[src/rtl/core/msic_pkg.sv]
// ----------------------------------------------------------------------------
// msic_pkg
// Shared widths and the command type that travels from the front end to the
// sort engine through the command queue.
// ----------------------------------------------------------------------------
`default_nettype none

package msic_pkg;

    localparam int VALUE_W = 32;
    localparam int TOTAL_W = 11;

    typedef struct packed {
        logic [VALUE_W-1:0] value;
        logic               is_last;
        logic               keep;
    } t_cmd;

endpackage

`default_nettype wire

[src/rtl/core/msic_queue.sv]
// ----------------------------------------------------------------------------
// msic_queue
// Two-entry command queue between the front end and the sort engine.
// ----------------------------------------------------------------------------
`default_nettype none

module msic_queue (
    input  logic           i_clk,
    input  logic           i_rst_n,
    input  logic           i_push,
    input  msic_pkg::t_cmd i_cmd,
    output logic           o_full,
    output logic           o_valid,
    input  logic           i_pop,
    output msic_pkg::t_cmd o_cmd
);
    import msic_pkg::*;

    t_cmd       r_slot [2];
    logic       r_wp;
    logic       r_rp;
    logic [1:0] r_cnt;
    logic       push;
    logic       pop;

    assign o_full  = r_cnt == 2'd2;
    assign o_valid = r_cnt != 2'd0;
    assign o_cmd   = r_slot[r_rp];
    assign push    = i_push && !o_full;
    assign pop     = i_pop && o_valid;

    always_ff @(posedge i_clk) begin
        if (push) begin
            r_slot[r_wp] <= i_cmd;
        end
    end

    always_ff @(posedge i_clk) begin
        if (!i_rst_n) begin
            r_wp  <= 1'b0;
            r_rp  <= 1'b0;
            r_cnt <= 2'd0;
        end else begin
            if (push) begin
                r_wp <= !r_wp;
            end
            if (pop) begin
                r_rp <= !r_rp;
            end
            if (push && !pop) begin
                r_cnt <= r_cnt + 2'd1;
            end else if (pop && !push) begin
                r_cnt <= r_cnt - 2'd1;
            end
        end
    end

endmodule

`default_nettype wire

[config.mk]
export PLATFORM = sky130hd
export DESIGN_NAME = msic_queue
export DESIGN_NICKNAME = d
export VERILOG_FILES = /design/src/rtl/core/msic_pkg.sv /design/src/rtl/core/msic_queue.sv
export SDC_FILE = /design/constraint.sdc
export NUM_CORES = 1
export LEC_CHECK = 0
export BUFFER_PORTS_ARGS = -buffer_cell sky130_fd_sc_hd__buf_4
export CAP_MARGIN = 30
export CELL_PAD_IN_SITES_DETAIL_PLACEMENT = 1
export CELL_PAD_IN_SITES_GLOBAL_PLACEMENT = 1
export CORE_MARGIN = 1.5
export CORE_UTILIZATION = 46
export DETAILED_ROUTE_END_ITERATION = 8
export PLACE_DENSITY_LB_ADDON = 0.1
export SYNTH_ARGS = -nofsm -noshare
export SYNTH_HDL_FRONTEND = slang
export SYNTH_SLANG_ARGS = --single-unit
export TNS_END_PERCENT = 100
[constraint.sdc]
create_clock -name i_clk -period 4.75 [get_ports i_clk]
set_clock_uncertainty 0.2 [all_clocks]
set_input_delay 1.1875 -clock i_clk [delete_from_list [all_inputs] [get_ports i_clk]]
set_output_delay 1.1875 -clock i_clk [all_outputs]
set_load 0.02 [all_outputs]
### Yosys cells after proc, flatten, opt, wreduce, memory -nomap -nowiden

Memories as Yosys holds them, arrays and structs flattened. A register that Yosys moved wholly into a read port is not among the register bits.
Index checks and enable logic that the tools add are counted.
W data, S select, Z words.

| storage, ports and cells | value |
|---|---|
| bits in registers | 4 |
| bits in writable memories | 68 |
| output and inout port bits | 36 |
| word-level logic and storage cells | 24 |
| memories kept | 1 |

Memory list:

| name | depth | width | read ports | clocked after memory_dff | write ports | RTL line | text |
|---|---|---|---|---|---|---|---|
| r_slot | 2 | 34 | 1 | 1 | 1 | msic_queue.sv:19 | `t_cmd r_slot [2];` |

| cells by class | value |
|---|---|
| add/subtract/negate cells | 2 |
| equal/unequal tests | 1 |
| mux-type cells | 6 |
| reductions and logical operators | 11 |

Operators by type and width:

| kind | number |
|---|---|
| $logic_not A1 Y1 | 5 |
| $logic_and A1 B1 Y1 | 4 |
| $mux W1 | 4 |
| $mux W2 | 2 |
| $reduce_bool A2 Y1 | 2 |
| $add A2 B1 Y2 const B | 1 |
| $eq A2 B2 Y1 const B | 1 |
| $sub A2 B1 Y2 const B | 1 |

### Logic depth before layout (Yosys ltp)

| depth | value |
|---|---|
| depth in word-level cells | 7 |
| mapped depth | 7 |

### Worst setup path before layout

OpenSTA, ideal clock, no wires.

| timing | value |
|---|---|
| path type | input -> register |
| from | input port i_push |
| to | memory r_slot[0][0] (netlist name) (enable) |
| library setup time | 0.421 ns |
| arrival | 2.638 ns |
| path slack | 1.491 ns |
| stages | 2 |
| path buffers | 0 |
| cells stage by stage | inv_1 nor3_2 |

| on the way | value |
|---|---|
| cells in the longest elaborated chain, start to end | 3 |

RTL lines:

| item | RTL line | text |
|---|---|---|
| start: declaration | msic_queue.sv:10 | `input logic i_push,` |
| $logic_and A1 B1 Y1 | msic_queue.sv:29 | `assign push = i_push && !o_full;` |
| $mux W1 | msic_queue.sv:33 | `if (push) begin` |
| $mux W1 (not written as such) | msic_queue.sv:34 | `r_slot[r_wp] <= i_cmd;` |
| end: declaration | msic_queue.sv:19 |  |

No other way between the ends.

==> reports/metrics.csv <==
metric;value;unit
status;finished clean;
vias per std cell;4.94;
vias in the first global route;1658;
CP required;3.36;ns
Hold Fails Final Rpt;0;
Seq/Total Area, Yosys;0.797;
final WL;5110;um
Hold Buf Count CTS;0;
arrival time worst endpoint;1.89;ns
max incr delay on CP;0.59;ns
most frequent cells in the layout;75 x buf_4, 68 x edfxtp_1, 34 x mux2_2;
endpoint type of the worst setup path;output port;
Crit Path Class;reg -> out;
syn nets;170;
# Post-CTS Setup Buffers;0;
GR Overflow Total;0;
CP most frequent cell;buf_4;
die height;79.5;um
Total GRT Usage;0.179;
CTS tree;done;
I/O pin count;74;
min Tclk post-route;3.28;ns
Pins Over Slew Limit;0;
Hold Path Cell Cnt;2;
clk_lat worst skew;0.33;ns
CTS buffer count;9;
initial antenna violation count;0;
crit path cell chain;buf_4 > mux2_2 > buf_4;
DIE AREA;6310;um^2
Worst Setup EP;o_cmd[9];
CTS Buffer Depth;2;
initial core utilization;0.482;
Final Cycle Share;0.690;
setup TNS;0;ns
H-tree Lvls;3;
FP Rows;27;
pre-CTS setup slack;1.62;ns
root buffer selected by CTS;clkbuf_8;
# DRC;0;
met1 usage;0.193;
Seq cells post-synth;73;
Max-Cap Viols;0;
CTS Sinks;73;
commonest non-fill, non-tap cell in the layout;buf_4;
pwr/cell area;553;nW/um^2
syn avg cell area;20.5;um^2
clock slew at reported path FFs;0.07;ns
fin nets;253;
GR Util met3;0.0617;
FF+latch area;2140;um^2
FF-to-FF path depth;5;
WL per Instance;17.6;um
Synth Instances;131;
layout filler cell count;524;
critical path launch point type;flip-flop;
Iter 0 DRT Violations;42;
HPWL Detailed;3560;um
Initial DRT Pass Iterations;4;
antenna viol nets, final;0;
mapped cell area;2690;um^2
Worst R2R Setup Slack;2.63;ns
antenna cells;0;
worst hold slack;0.331;ns
layout cell share with drive strength beyond 1;0.584;
setup ws final;1.47;ns
Port Buf Inserts;73;
Core Box Area;5570;um^2
via count;1437;
CTS-repair resized insts;0;
buffers and inverters on the worst path;2;
DIE WIDTH;79.5;um
Final Total Pwr;1.96;mW
Final Core Density;0.635;
Unique masters post-synth;22;
Max Fclk;0.305;GHz
RSZ-0062 raised after global routing;false;
Slowest-stage cell, CP;dfxtp_1;
transition time at the pin with the least slew margin;0.818;ns
M2 GR Usage;0.326;
Reg-to-Reg Start;r_cnt[0];
hold crit path type;reg -> reg;
# setup viols final;0;
Lkg Pwr;1.34;nW
worst ir drop on vdd;315;uV
Slew headroom;0.455;
Reg2Reg Capture Point;r_slot[0][26];
crit-path leading delay family;flip-flops;
area grow syn2layout;31.7;%
Most Crowded Layer GR;met2;
Syn. warnings;0;
first-pass GRT wire length;8040;um
RePlAce Congestion;0.660;
footprint of the multi-input gates;519;um^2
largest net degree at the start of global routing;35;
Crit path depth;3;
Crit Path Max Fanout;25;
[power breakdown]
part	leakage, nW	total (mW)	internal [mW]	switching (mW)
Sequential	0.676	0.851	0.810	0.0411
Clock	0.104	0.502	0.290	0.212
Combinational	0.556	0.606	0.287	0.319
Total	1.34	1.96	1.39	0.572
[how the worst min path moves through the flow]
stage                   from  endpoint  slack [ns]
floorplan           r_cnt[1]  r_cnt[1]        0.28
detailed placement  r_cnt[1]  r_cnt[1]        0.32
global placement    r_cnt[1]  r_cnt[1]        0.29
finish              r_cnt[1]  r_cnt[1]        0.33
CTS                 r_cnt[1]  r_cnt[1]        0.33
global route        r_cnt[1]  r_cnt[1]        0.37
[metal layers]
layer / up-vias / wire (um) / share of wire
li1: 670 / - / -
met1: 715 / 1850 / 0.36
met2: 48 / 2930 / 0.57
met3: 4 / 291 / 0.057
met4: 0 / 38 / 0.0074
met5: - / 0 / 0
[sequential cells by signal, summed over array words and instances, names as in the netlist, named ones only]
signal	flops
r_slot	68
r_cnt	2
r_rp	1
r_wp	1
[stage by stage]
| step | instance area [um^2] | std cells |
|---|---|---|
| after floorplan | 2690 | 131 |
| after global placement | 3320 | 274 |
| after detailed placement | 3320 | 274 |
| after CTS | 3530 | 290 |
| after global routing | 3540 | 291 |
| final | 3540 | 291 |
[cells in the mapped netlist]
master,n,area [um^2]
dfxtp_1,5,100
or3_1,1,6.26
nor2_1,1,3.75
o21ai_0,1,5.00
edfxtp_1,68,2040
and2_1,3,18.8
a21boi_0,1,7.51
o21a_1,1,7.51
o21ai_1,1,5.00
buf_2,1,5.00
and3_1,1,6.26
a21boi_1,1,7.51
inv_1,1,3.75
xnor2_1,2,17.5
ha_1,1,12.5
mux2_2,34,383
nor3_2,1,10.0
nand2b_1,1,6.26
xor2_1,1,8.76
or2_2,1,6.26
inv_2,1,3.75
buf_4,3,22.5
[cells by family (layout without fill, tap and decap cells)]
family	count (synthesis)	in the layout	share of synthesized area
flip-flops	73	73	0.797
multiplexers	34	34	0.142
AND/OR/NAND/NOR	9	9	0.0214
buffers and inverters	6	94	0.0130
AO/OA/AOI/OAI	5	5	0.0121
XOR/XNOR	3	3	0.00977
adder cells (fa/ha/maj)	1	1	0.00465
[final cells by class]
class	count	share of cell area
Clock inverter	7	0.0240
Tap cell	72	0.0254
Multi-Input combinational cell	52	0.147
Timing Repair Buffer	76	0.162
Sequential cell	73	0.605
Inverter	2	0.00212
Clock buffer	9	0.0350
[worst min-delay path: cells and delay by family (launching register included)]
family | cells | cell delay, ns
AO/OA/AOI/OAI | 2 | 0.14
flip-flops | 1 | 0.34
Note: power is estimated with default switching activity, not from simulation.
