### src/rtl/core/msic_pkg.sv
// ----------------------------------------------------------------------------
// msic_pkg
// Shared widths and the command type that travels from the front end to the
// sort engine through the command queue.
// ----------------------------------------------------------------------------
`default_nettype none

package msic_pkg;

    localparam int VALUE_W = 32;
    localparam int TOTAL_W = 11;

    typedef struct packed {
        logic [VALUE_W-1:0] value;
        logic               is_last;
        logic               keep;
    } t_cmd;

endpackage

`default_nettype wire

### src/rtl/core/msic_front.sv
// ----------------------------------------------------------------------------
// msic_front
// Input front end. Accepts beats, decides whether each value fits in the
// store of the current set, and pushes the classified command to the queue.
// ----------------------------------------------------------------------------
`default_nettype none

module msic_front #(
    parameter int MAX_ITEMS = 64
) (
    input  logic                                i_clk,
    input  logic                                i_rst_n,
    input  logic                                i_valid,
    input  logic signed [msic_pkg::VALUE_W-1:0] i_value,
    input  logic                                i_is_last,
    output logic                                o_ready,
    input  logic                                i_full,
    output logic                                o_push,
    output msic_pkg::t_cmd                      o_cmd
);
    import msic_pkg::*;

    localparam int CW = $clog2(MAX_ITEMS + 1);

    logic [CW-1:0] r_cnt;
    logic [CW-1:0] n_cnt;
    logic          keep;

    assign o_ready = !i_full;
    assign o_push  = i_valid && !i_full;
    assign keep    = r_cnt < CW'(MAX_ITEMS);

    always_comb begin
        o_cmd.value   = $unsigned(i_value);
        o_cmd.is_last = i_is_last;
        o_cmd.keep    = keep;
    end

    always_comb begin
        n_cnt = r_cnt;
        if (o_push) begin
            if (i_is_last) begin
                n_cnt = '0;
            end else if (keep) begin
                n_cnt = r_cnt + 1'b1;
            end
        end
    end

    always_ff @(posedge i_clk) begin
        if (!i_rst_n) begin
            r_cnt <= '0;
        end else begin
            r_cnt <= n_cnt;
        end
    end

endmodule

`default_nettype wire

### config.mk
export PLATFORM = sky130hd
export DESIGN_NAME = msic_front
export DESIGN_NICKNAME = d
export VERILOG_FILES = /design/src/rtl/core/msic_pkg.sv /design/src/rtl/core/msic_front.sv
export SDC_FILE = /design/constraint.sdc
export NUM_CORES = 1
export LEC_CHECK = 0
export BUFFER_PORTS_ARGS = -buffer_cell sky130_fd_sc_hd__buf_2
export CAP_MARGIN = 20
export CORE_MARGIN = 2
export CORE_UTILIZATION = 33
export CTS_CLUSTER_SIZE = 30
export DETAILED_ROUTE_END_ITERATION = 8
export PLACE_DENSITY_LB_ADDON = 0.05
export REMOVE_ABC_BUFFERS = 1
export SYNTH_ARGS = -nofsm -noshare
export SYNTH_HDL_FRONTEND = slang
export SYNTH_SLANG_ARGS = --single-unit
### constraint.sdc
create_clock -name i_clk -period 1.35 [get_ports i_clk]
set_input_delay 0.2025 -clock i_clk [delete_from_list [all_inputs] [get_ports i_clk]]
set_output_delay 0.2025 -clock i_clk [all_outputs]
set_load 0.02 [all_outputs]
* Yosys cells after proc, flatten, opt, wreduce, memory -nomap -nowiden
Cells that the tools add are included.
** Cells by class
- Add/sub/neg operators :: 1
- Order comparisons :: 1
- Mux-type cells :: 2
- Reductions and logical operators :: 4
** Operators with widths (count)
- $mux W7 :: 2
- $add A7 B1 Y7 const B :: 1
- $lt A7 B7 Y1 const B :: 1
- $reduce_and A2 Y1 :: 1
- $reduce_bool A2 Y1 :: 1
- $logic_and A1 B1 Y1 :: 1
- $logic_not A1 Y1 :: 1
** Storage, ports and cells
- Register bits :: 7
- Input bits :: 37
- Output and inout port bits :: 36
- Logic and storage cells :: 9

* Longest topological paths before layout
Gate-level depths: netlist (run 1).
- Word-level depth :: 3
- Gate-level depth with buffers :: 5
- Gate-level depth less buffers :: 4

* Worst setup path after synthesis (run 1)
OpenSTA, ideal clock, no wires.
- Path type :: register to register
- Start :: register r_cnt[0]
- End :: register r_cnt[2]
- Setup time :: 0.070 ns
- Data arrival time :: 1.156 ns
- Required time :: 1.280 ns
- Setup slack :: 0.124 ns
- Stages on the path, launching flop included :: 5
- Buffers on the path :: 0
- Clock period less this slack :: 1.226 ns
- Path through :: dfxtp_1 > ha_1 > inv_1 > or4_1 > a21oi_1
** Between the ends
- Cells in the longest elaborated chain, start to end :: 3
- Elaborated cells between the ends (all ways) :: 6
- Classes of those cells :: 1 x add/sub; 1 x order compare; 2 x mux; 2 x reduce/logical
** Ends and longest elaborated chain
- from (decl) :: RTL line msic_front.sv:25 : logic [CW-1:0] r_cnt;
- from (signal assigned) :: RTL line msic_front.sv:54 : r_cnt <= n_cnt;
- $add A7 B1 Y7 / $lt A7 B7 Y1 (equally long branches) :: RTL line msic_front.sv:45, msic_front.sv:31
- $mux W7 / $reduce_bool A2 Y1 (equally long branches)
- $mux W7 / $reduce_and A2 Y1 (equally long branches)
Several ways; a longest one is shown, not always the timed one. The select of a mux whose other input is x is not followed.
A chain may end at the register's enable or synchronous reset.

* Worst setup path in the final report (run 1)
Ends and elaborated chain as after synthesis.

==> results.md, run 1 <==
- Hold-fix buffers at CTS: 0
- Initial core utilization: 34.2%
- Sequential element share of the synthesized area: 21.5%
- Crit path max fanout: 4
- Routed wire length per instance: 25.5 um
- Placed inst area: 454 sq um
- Ratio of cells with drive above 1 in the final layout: 30.4%
- I/O Buffers: 8
- DRT iter0 DRCs: 9
- Post-CTS setup buffers: 0
- Synth cell types: 24
- Initial antenna violation count: 0
- Most frequent cell after synthesis: buf_4
- Setup_tns: 0 ps
- Fmax: 0.762 GHz
- Area leader, netlist: buf_4
- Final std cells w/o fill: 83
- Worst path required time: 1540 ps
- Syn_area_per_cell: 8.13 sq um
- CTS sink cnt: 7
- Cell count after synthesis: 80
- Die area: 0.00234 sq mm
- Post-cts resize count: 0
- Die width: 48.4 um
- Top cell type's share of synthesized area: 39.2%
- CTS tree: yes
- Post-Syn Area: 651 sq um
- GRT Util Overall: 18.3%
- Clk buf depth: 2
- Crit start category: flop
- Seq cells post-synth: 7
- Flop-to-flop setup slack: 40 ps
- Largest registers: r_cnt: 7 flops
- Pwr dens: 914 mW/mm^2
- Fillers: 225
- # diodes: 0
- WP data arrival: 1500 ps
- Setup violations, final: 0
- Pwr Total: 447 uW
- Nets@finish: 95
- Max VDD drop: 473 uV
- CP Class: flop to flop
- Vias: 412
- Final worst path period share: 97.2%
- Async SR Flop Fraction: 0%
- RD Place Congestion: 0.824
- DRC Markers: 0
- Hold/Removal Path Class: input port to flop
- IO Pins: 73
- Clk_lat worst skew: 250 ps
- Htree depth: 1
- Pin count of the biggest net entering global routing: 10
- Min cycle time layout: 1310 ps
- Skew final: 8.72 ps
- Max-cap viol count: 0
- First-pass GRT wire length: 2.85 mm
- Dominant synthesized flop cell: dfxtp_1
- Max reg flops: 7
- TritonCTS buffer count: 3
- Final hold vios: 0
- Die H: 48.4 um
- Status: completed
- Synth Warn #: 0
- Rows: 16
- Fin util: 25.7%
- Worst-path clk slew: 60 ps
- Dpl hpwl: 1.86 mm
- Finished Cell Area: 489 sq um
- Overflow after GRT: 0
- Setup crit end kind: flop
- Rel. slew slack: 69.7%
- Number of global-route vias before repair: 387
- Area growth syn-to-layout: -24.8%
- CTS root buffer: clkbuf_4
- Seq. cell area: 143 sq um
- Area of the multi-input gates: 224 sq um
- Leakage: 0.180 nW
- Post-synth EDFFs: 0
- DR vias/cell: 4.96
- Top cells by count, synth: buf_4, dfxtp_1, inv_1
- DR pass1 iterations: 4
- Antenna viol nets, final: 0
- Max-slew violation count: 0
- Post-placement cell count: 79
- Largest cells by area after synthesis: buf_4, dfxtp_1, mux2i_1, nand3b_1, inv_1
- Largest reg by FF count: r_cnt
- Worst-Margin Slew: 454 ps
- Core region area: 0.00190 sq mm
- Detailed Route WL: 2.11 mm
[cells by family after synthesis]
logic type	Yosys count	synth area share, %
adders and majority gates	1	1.92
muxes	3	4.62
DFF	7	21.5
AOI/OAI and AO/OA	7	7.11
and+or+nand+nor	20	19.8
buffers and inverters	42	45.0
[path summary, 6_finish.rpt]
path / cells after the start / start / to
max: 4 / r_cnt[0] / r_cnt[2]
min: 2 / i_rst_n / r_cnt[1]
max reg2reg: 4 / r_cnt[0] / r_cnt[2]
min reg2reg: 2 / r_cnt[4] / r_cnt[4]
[placed cells by master, fill, tap and decap left out, types with 2 or more instances in the layout]
cell,n
a21boi_1,2
buf_2,8
clkbuf_4,3
dfxtp_1,5
dfxtp_2,2
inv_1,5
mux2i_1,3
nand2_1,3
nand3_1,3
nand3b_1,4
nor4_1,2
o21ai_0,2
or4_1,2
[layer usage]
layer | up-vias | track usage (%) | routed length (um)
li1 | 187 | - | -
met1 | 183 | 19.2 | 766
met2 | 40 | 19.9 | 745
met3 | 2 | 26.5 | 591
met4 | 0 | 2.86 | 10
met5 | - | 4.76 | 0
[power breakdown]
part	total, mW	internal (mW)	switching (mW)
registers	0.211	0.209	0.00193
clock network	0.191	0.113	0.0785
logic	0.0448	0.0167	0.0281
total	0.447	0.338	0.109
[through the flow]
stage | hold WS, ps | worst slack (ps)
floorplan | 343 | 124
global placement | 405 | 76.5
detailed placement | 405 | 38.0
CTS | 276 | 0.894
global route | 278 | -18.1
finish | 280 | 38.5
[layout make-up]
class | instances | share of cell area (%)
multi-input combinational | 31 | 45.8
sequential | 7 | 29.2
timing repair buffer | 8 | 8.18
tap | 27 | 6.91
clock buffer | 4 | 5.37
inverter | 6 | 4.60
[worst max-delay path, stage by stage, from the launching register on]
cell and delay [ps]:
dfxtp_2 360, ha_2 180, inv_1 60, or4_1 520
a21oi_2 130
Power figures use the tool's default switching activity.
==> run 2: changes to the inputs <==
--- a/config.mk
+++ b/config.mk
@@ -8,7 +8,7 @@
 export BUFFER_PORTS_ARGS = -buffer_cell sky130_fd_sc_hd__buf_2
 export CAP_MARGIN = 20
 export CORE_MARGIN = 2
-export CORE_UTILIZATION = 33
+export CORE_UTILIZATION = 30
 export CTS_CLUSTER_SIZE = 30
 export DETAILED_ROUTE_END_ITERATION = 8
 export PLACE_DENSITY_LB_ADDON = 0.05
==> constraint.sdc (replaced) <==
create_clock -name i_clk -period 1.1 [get_ports i_clk]
set_input_delay 0.165 -clock i_clk [delete_from_list [all_inputs] [get_ports i_clk]]
set_output_delay 0.165 -clock i_clk [all_outputs]
set_load 0.02 [all_outputs]
==> results.md, run 2 (same netlist as run 1, synthesis figures left out) <==
- IO Pins: 73
- Final worst path period share: 108%
- Failing checks: setup timing
- I/O Buffers: 8
- # diodes: 0
- Die area: 0.00256 sq mm
- Critical path's slowest cell: or4_1
- Dpl hpwl: 1.81 mm
- Min cycle time layout: 1190 ps
- WP data arrival: 1380 ps
- Core region area: 0.00200 sq mm
- Area growth syn-to-layout: -3.08%
- DR pass1 iterations: 4
- DRT iter0 DRCs: 4
- Fmax: 0.838 GHz
- Die H: 50.6 um
- Initial core utilization: 32.5%
- CP Buf/Inv Count: 1
- TritonCTS buffer count: 3
- First-pass GRT wire length: 2.86 mm
- Number of global-route vias before repair: 433
- Critical Path Stages: 4
- Largest reg by FF count: r_cnt
- Hold-fix buffers at CTS: 0
- R2R depth: 4
- CP Class: flop to flop
- Cell Chain, Critical Path: ha_4, inv_4, or4_1, a21oi_1
- Rel. slew slack: 81.0%
- CTS tree: yes
- Hold Crit Depth: 3
- Crit start category: flop
- CTS sink cnt: 7
- Overflow after GRT: 0
- Worst path required time: 1280 ps
- Antenna viol nets, final: 0
- Rows: 16
- Max VDD drop: 449 uV
- Ratio of cells with drive above 1 in the final layout: 53.0%
- Slowest stage delay, CP: 460 ps
- RSZ-0062 raised after global routing: yes
- DR vias/cell: 4.88
- Clk buf depth: 2
- Final hold vios: 0
- Initial antenna violation count: 0
- Setup violations, final: 2
- Most common cell after layout, fill and taps aside: buf_4
- Detailed Route WL: 2.11 mm
- Vias: 454
- Status: finished, violations left
- RD Place Congestion: 0.855
- CTS root buffer: clkbuf_4
- Max-slew violation count: 0
- Pin count of the biggest net entering global routing: 10
- Top Family by Delay on Critical Path: simple AND/OR/NAND/NOR gates
- DRC Markers: 0
- Most frequent cells in the layout: buf_4, buf_2, inv_1, nand3b_1, dfxtp_2
- Leakage: 0.241 nW
- Max reg flops: 7
- Final worst-path setup slack: -92.9 ps
- Nets@finish: 105
- Largest registers: r_cnt: 7 flops
- Pwr dens: 902 mW/mm^2
- Setup crit end kind: flop
- Clk_lat worst skew: 250 ps
- Hold/Removal Path Class: input port to flop
- Skew final: 1.12 ps
- Max-cap viol count: 0
- Fin util: 31.5%
- Setup_tns: -145 ps
- Worst-Margin Slew: 285 ps
- GRT Util Overall: 17.0%
- Crit path max fanout: 3
- Worst-path clk slew: 50 ps
- Routed wire length per instance: 22.7 um
- Die width: 50.6 um
- Htree depth: 1
[run 2: changes by cell type in the layout (fill, tap and decap cells not counted), sizes merged]
cell / previous run / this run
buf: 8 / 18
[run 2: per-layer routing]
layer	wire (um)	GRT usage [%]	share of wire (%)	vias to the layer above
met5	0	4.76	0	-
met4	0	4.05	0	0
met3	539	22.6	26	0
met2	766	18.6	36	38
met1	804	18.2	38	211
li1	-	-	-	205
[run 2: worst paths after layout]
check / slack, ps / end / from
setup / recovery: -90 / r_cnt[2] / r_cnt[0]
hold / removal: 260 / r_cnt[0] / i_is_last
setup reg to reg: -90 / r_cnt[2] / r_cnt[0]
hold reg to reg: 490 / r_cnt[5] / r_cnt[5]
[run 2: metrics by stage]
step	hold slack, ps	area, sq um	power [mW]	std cells	setup slack (ps)
3_5_place_dp	330	522	0.330	88	-162
6_report	258	631	0.569	93	-92.9
2_1_floorplan	305	380	0.290	44	-126
5_1_grt	240	631	0.610	93	-124
4_1_cts	217	587	0.582	92	-81.9
3_3_place_gp	330	522	0.330	88	-162
[run 2: where the power goes]
| group | total, mW | leakage [nW] | switching, mW | internal (mW) |
|---|---|---|---|---|
| sequential | 0.258 | 0.0585 | 0.00229 | 0.256 |
| clock | 0.236 | 0.0150 | 0.0972 | 0.139 |
| combinational | 0.0743 | 0.167 | 0.0417 | 0.0326 |
[run 2: what timing repair did]
action	in CTS	in global routing
gates cloned	0	0
gates resized for setup	11	9
endpoints found under the setup margin	5	6
buffers inserted	0	1
pin swaps	5	2
[run 2: worst reg2reg max path, cell delays in order, from the launching register on]
cell     delay (ps)
dfxtp_2         350
ha_4            150
inv_4            40
or4_1           460
a21oi_1         130
[run 2: cell type report]
class	count	area, sq um
Fill cell	224	1370
Multi-Input combinational cell	31	272
Sequential cell	7	145
Timing Repair Buffer	18	129
Tap cell	27	33.8
Clock buffer	4	26.3
Inverter	6	25.0
==> run 3: changes to the inputs <==
==> constraint.sdc (replaced) <==
create_clock -name i_clk -period 1.1 [get_ports i_clk]
set_input_delay 0.22 -clock i_clk [delete_from_list [all_inputs] [get_ports i_clk]]
set_output_delay 0.22 -clock i_clk [all_outputs]
set_load 0.02 [all_outputs]
==> results.md, run 3 (same netlist as run 1, synthesis figures left out) <==
- Status: finished, violations left
- Failing checks: setup timing
- Slowest stage delay, CP: 470 ps
- R2R depth: 4
- Detailed Route WL: 2.15 mm
- Seq pwr share: 44.9%
- Endpoint, Worst Hold: r_cnt[0]
- GRT Util Overall: 17.8%
- Antenna viol nets, final: 0
- CP Class: flop to flop
- Flop-to-flop setup slack: -80 ps
- CTS root buffer: clkbuf_4
- DRC Markers: 0
- CTS tree: yes
- Pwr dens: 823 mW/mm^2
- Worst-Margin Slew: 270 ps
- Max-slew violation count: 0
- Hold Crit Depth: 2
- Setup crit end kind: flop
- Overflow after GRT: 0
- Final worst-path setup slack: -81.2 ps
- TritonCTS buffer count: 3
- Initial core utilization: 32.5%
- Initial antenna violation count: 0
- Worst path required time: 1290 ps
- Nets@finish: 110
- Pin count of the biggest net entering global routing: 10
- Finished Cell Area: 698 sq um
- Clk buf depth: 2
- Dpl hpwl: 1.83 mm
- I/O Buffers: 8
- Setup_tns: -189 ps
- Post-placement cell count: 91
- Largest reg by FF count: r_cnt
- Clk_lat worst skew: 250 ps
- Die area: 0.00256 sq mm
- IO Pins: 73
- Reg-to-reg critical path startpoint: r_cnt[1]
- Comb power frac: 13.7%
- Top Family by Delay on Critical Path: simple AND/OR/NAND/NOR gates
- Clock network power share: 41.3%
- Cell Chain, Critical Path: ha_4, inv_2, or4_4, a21oi_2
- First-pass GRT wire length: 2.98 mm
- Place WS: -139 ps
- Vias: 484
- Hold-fix buffers at CTS: 0
- RSZ-0062 raised after global routing: yes
- Switch Pwr: 143 uW
- Placed inst area: 544 sq um
- Hold Path Origin: i_rst_n
- Final worst path period share: 107%
- DR pass1 iterations: 4
- Final hold vios: 0
- Switching Share: 25.0%
- Most common cell after layout, fill and taps aside: buf_4
- Number of global-route vias before repair: 448
- DRT iter0 DRCs: 6
- P_int: 431 uW
- Critical Path Stages: 4
- Setup violations, final: 3
- Leakage: 0.273 nW
- Max-cap viol count: 0
- Most frequent cells in the layout: buf_4, buf_6, buf_2
- Worst-path clk slew: 50 ps
- RD Place Congestion: 0.856
- WP data arrival: 1370 ps
- Final std cells w/o fill: 98
- CTS sink cnt: 7
- Ratio of cells with drive above 1 in the final layout: 63.4%
- Crit start category: flop
- # diodes: 0
- Area growth syn-to-layout: 7.31%
- Core region area: 0.00200 sq mm
- Die width: 50.6 um
- Max reg flops: 7
- Htree depth: 1
- Rows: 16
- Die H: 50.6 um
- Skew final: 0.232 ps
- DR vias/cell: 4.94
- Fin util: 34.9%
- Min cycle time layout: 1180 ps
- Max VDD drop: 347 uV
- Crit path max fanout: 3
- Fmax: 0.847 GHz
- CP Buf/Inv Count: 1
- Hold/Removal Path Class: input port to flop
- Critical path's slowest cell: or4_4
- Rel. slew slack: 81.9%
- Worst R2R End: r_cnt[2]
- Fillers: 231
- Routed wire length per instance: 22.0 um
- Largest registers: r_cnt: 7 flops
## run 3: final cells by class
| class | count | area [sq um] | share of cell area [%] |
|---|---|---|---|
| Timing Repair Buffer | 23 | 184 | 26.3 |
| Sequential cell | 7 | 146 | 21.0 |
| Inverter | 6 | 25.0 | 3.58 |
| Multi-Input combinational cell | 31 | 283 | 40.5 |
| Tap cell | 27 | 33.8 | 4.84 |
| Clock buffer | 4 | 26.3 | 3.76 |
## run 3: worst max-delay path by stage
stage / from / slack (ps) / end
2_1_floorplan: r_cnt[0] / -130 / r_cnt[2]
3_3_place_gp: r_cnt[0] / -170 / r_cnt[4]
4_1_cts: r_cnt[0] / -70 / r_cnt[2]
3_5_place_dp: r_cnt[0] / -140 / r_cnt[2]
6_report: r_cnt[1] / -80 / r_cnt[2]
5_1_grt: r_cnt[3] / -130 / r_cnt[4]
## run 3: per-stage QoR
stage          power (mW)  hold WS [ps]
3_3_place_gp        0.330           440
3_5_place_dp        0.330           440
5_1_grt             0.616           300
4_1_cts             0.584           292
6_report            0.575           298
2_1_floorplan       0.290           360
## run 3: layer usage
| layer | wire length [um] | GRT usage, % |
|---|---|---|
| met5 | 0 | 4.76 |
| met4 | 10 | 5.41 |
| met2 | 819 | 20.6 |
| met3 | 548 | 23.8 |
| met1 | 776 | 17.7 |
## run 3: worst register-to-register path, stage by stage (launching register included)
cell	delay [ps]
dfxtp_2	350
ha_4	140
inv_2	40
or4_4	470
a21oi_2	110
## run 3: power groups by stage
stage                     Sequential (mW)  Combinational (mW)  Clock (mW)
after CTS                           0.258              0.0730       0.253
after detailed placement            0.262              0.0678           0
final                               0.258              0.0788       0.238
after global placement              0.262              0.0680           0
after global routing                0.258              0.0862       0.272
after floorplan                     0.263              0.0273           0
## run 3: repair_timing
item	4_1_cts	5_1_grt
gates resized for setup	19	11
setup buffers	1	2
setup endpoints to repair	7	9
pin swaps	6	2
endpoints found under the hold margin	0	0
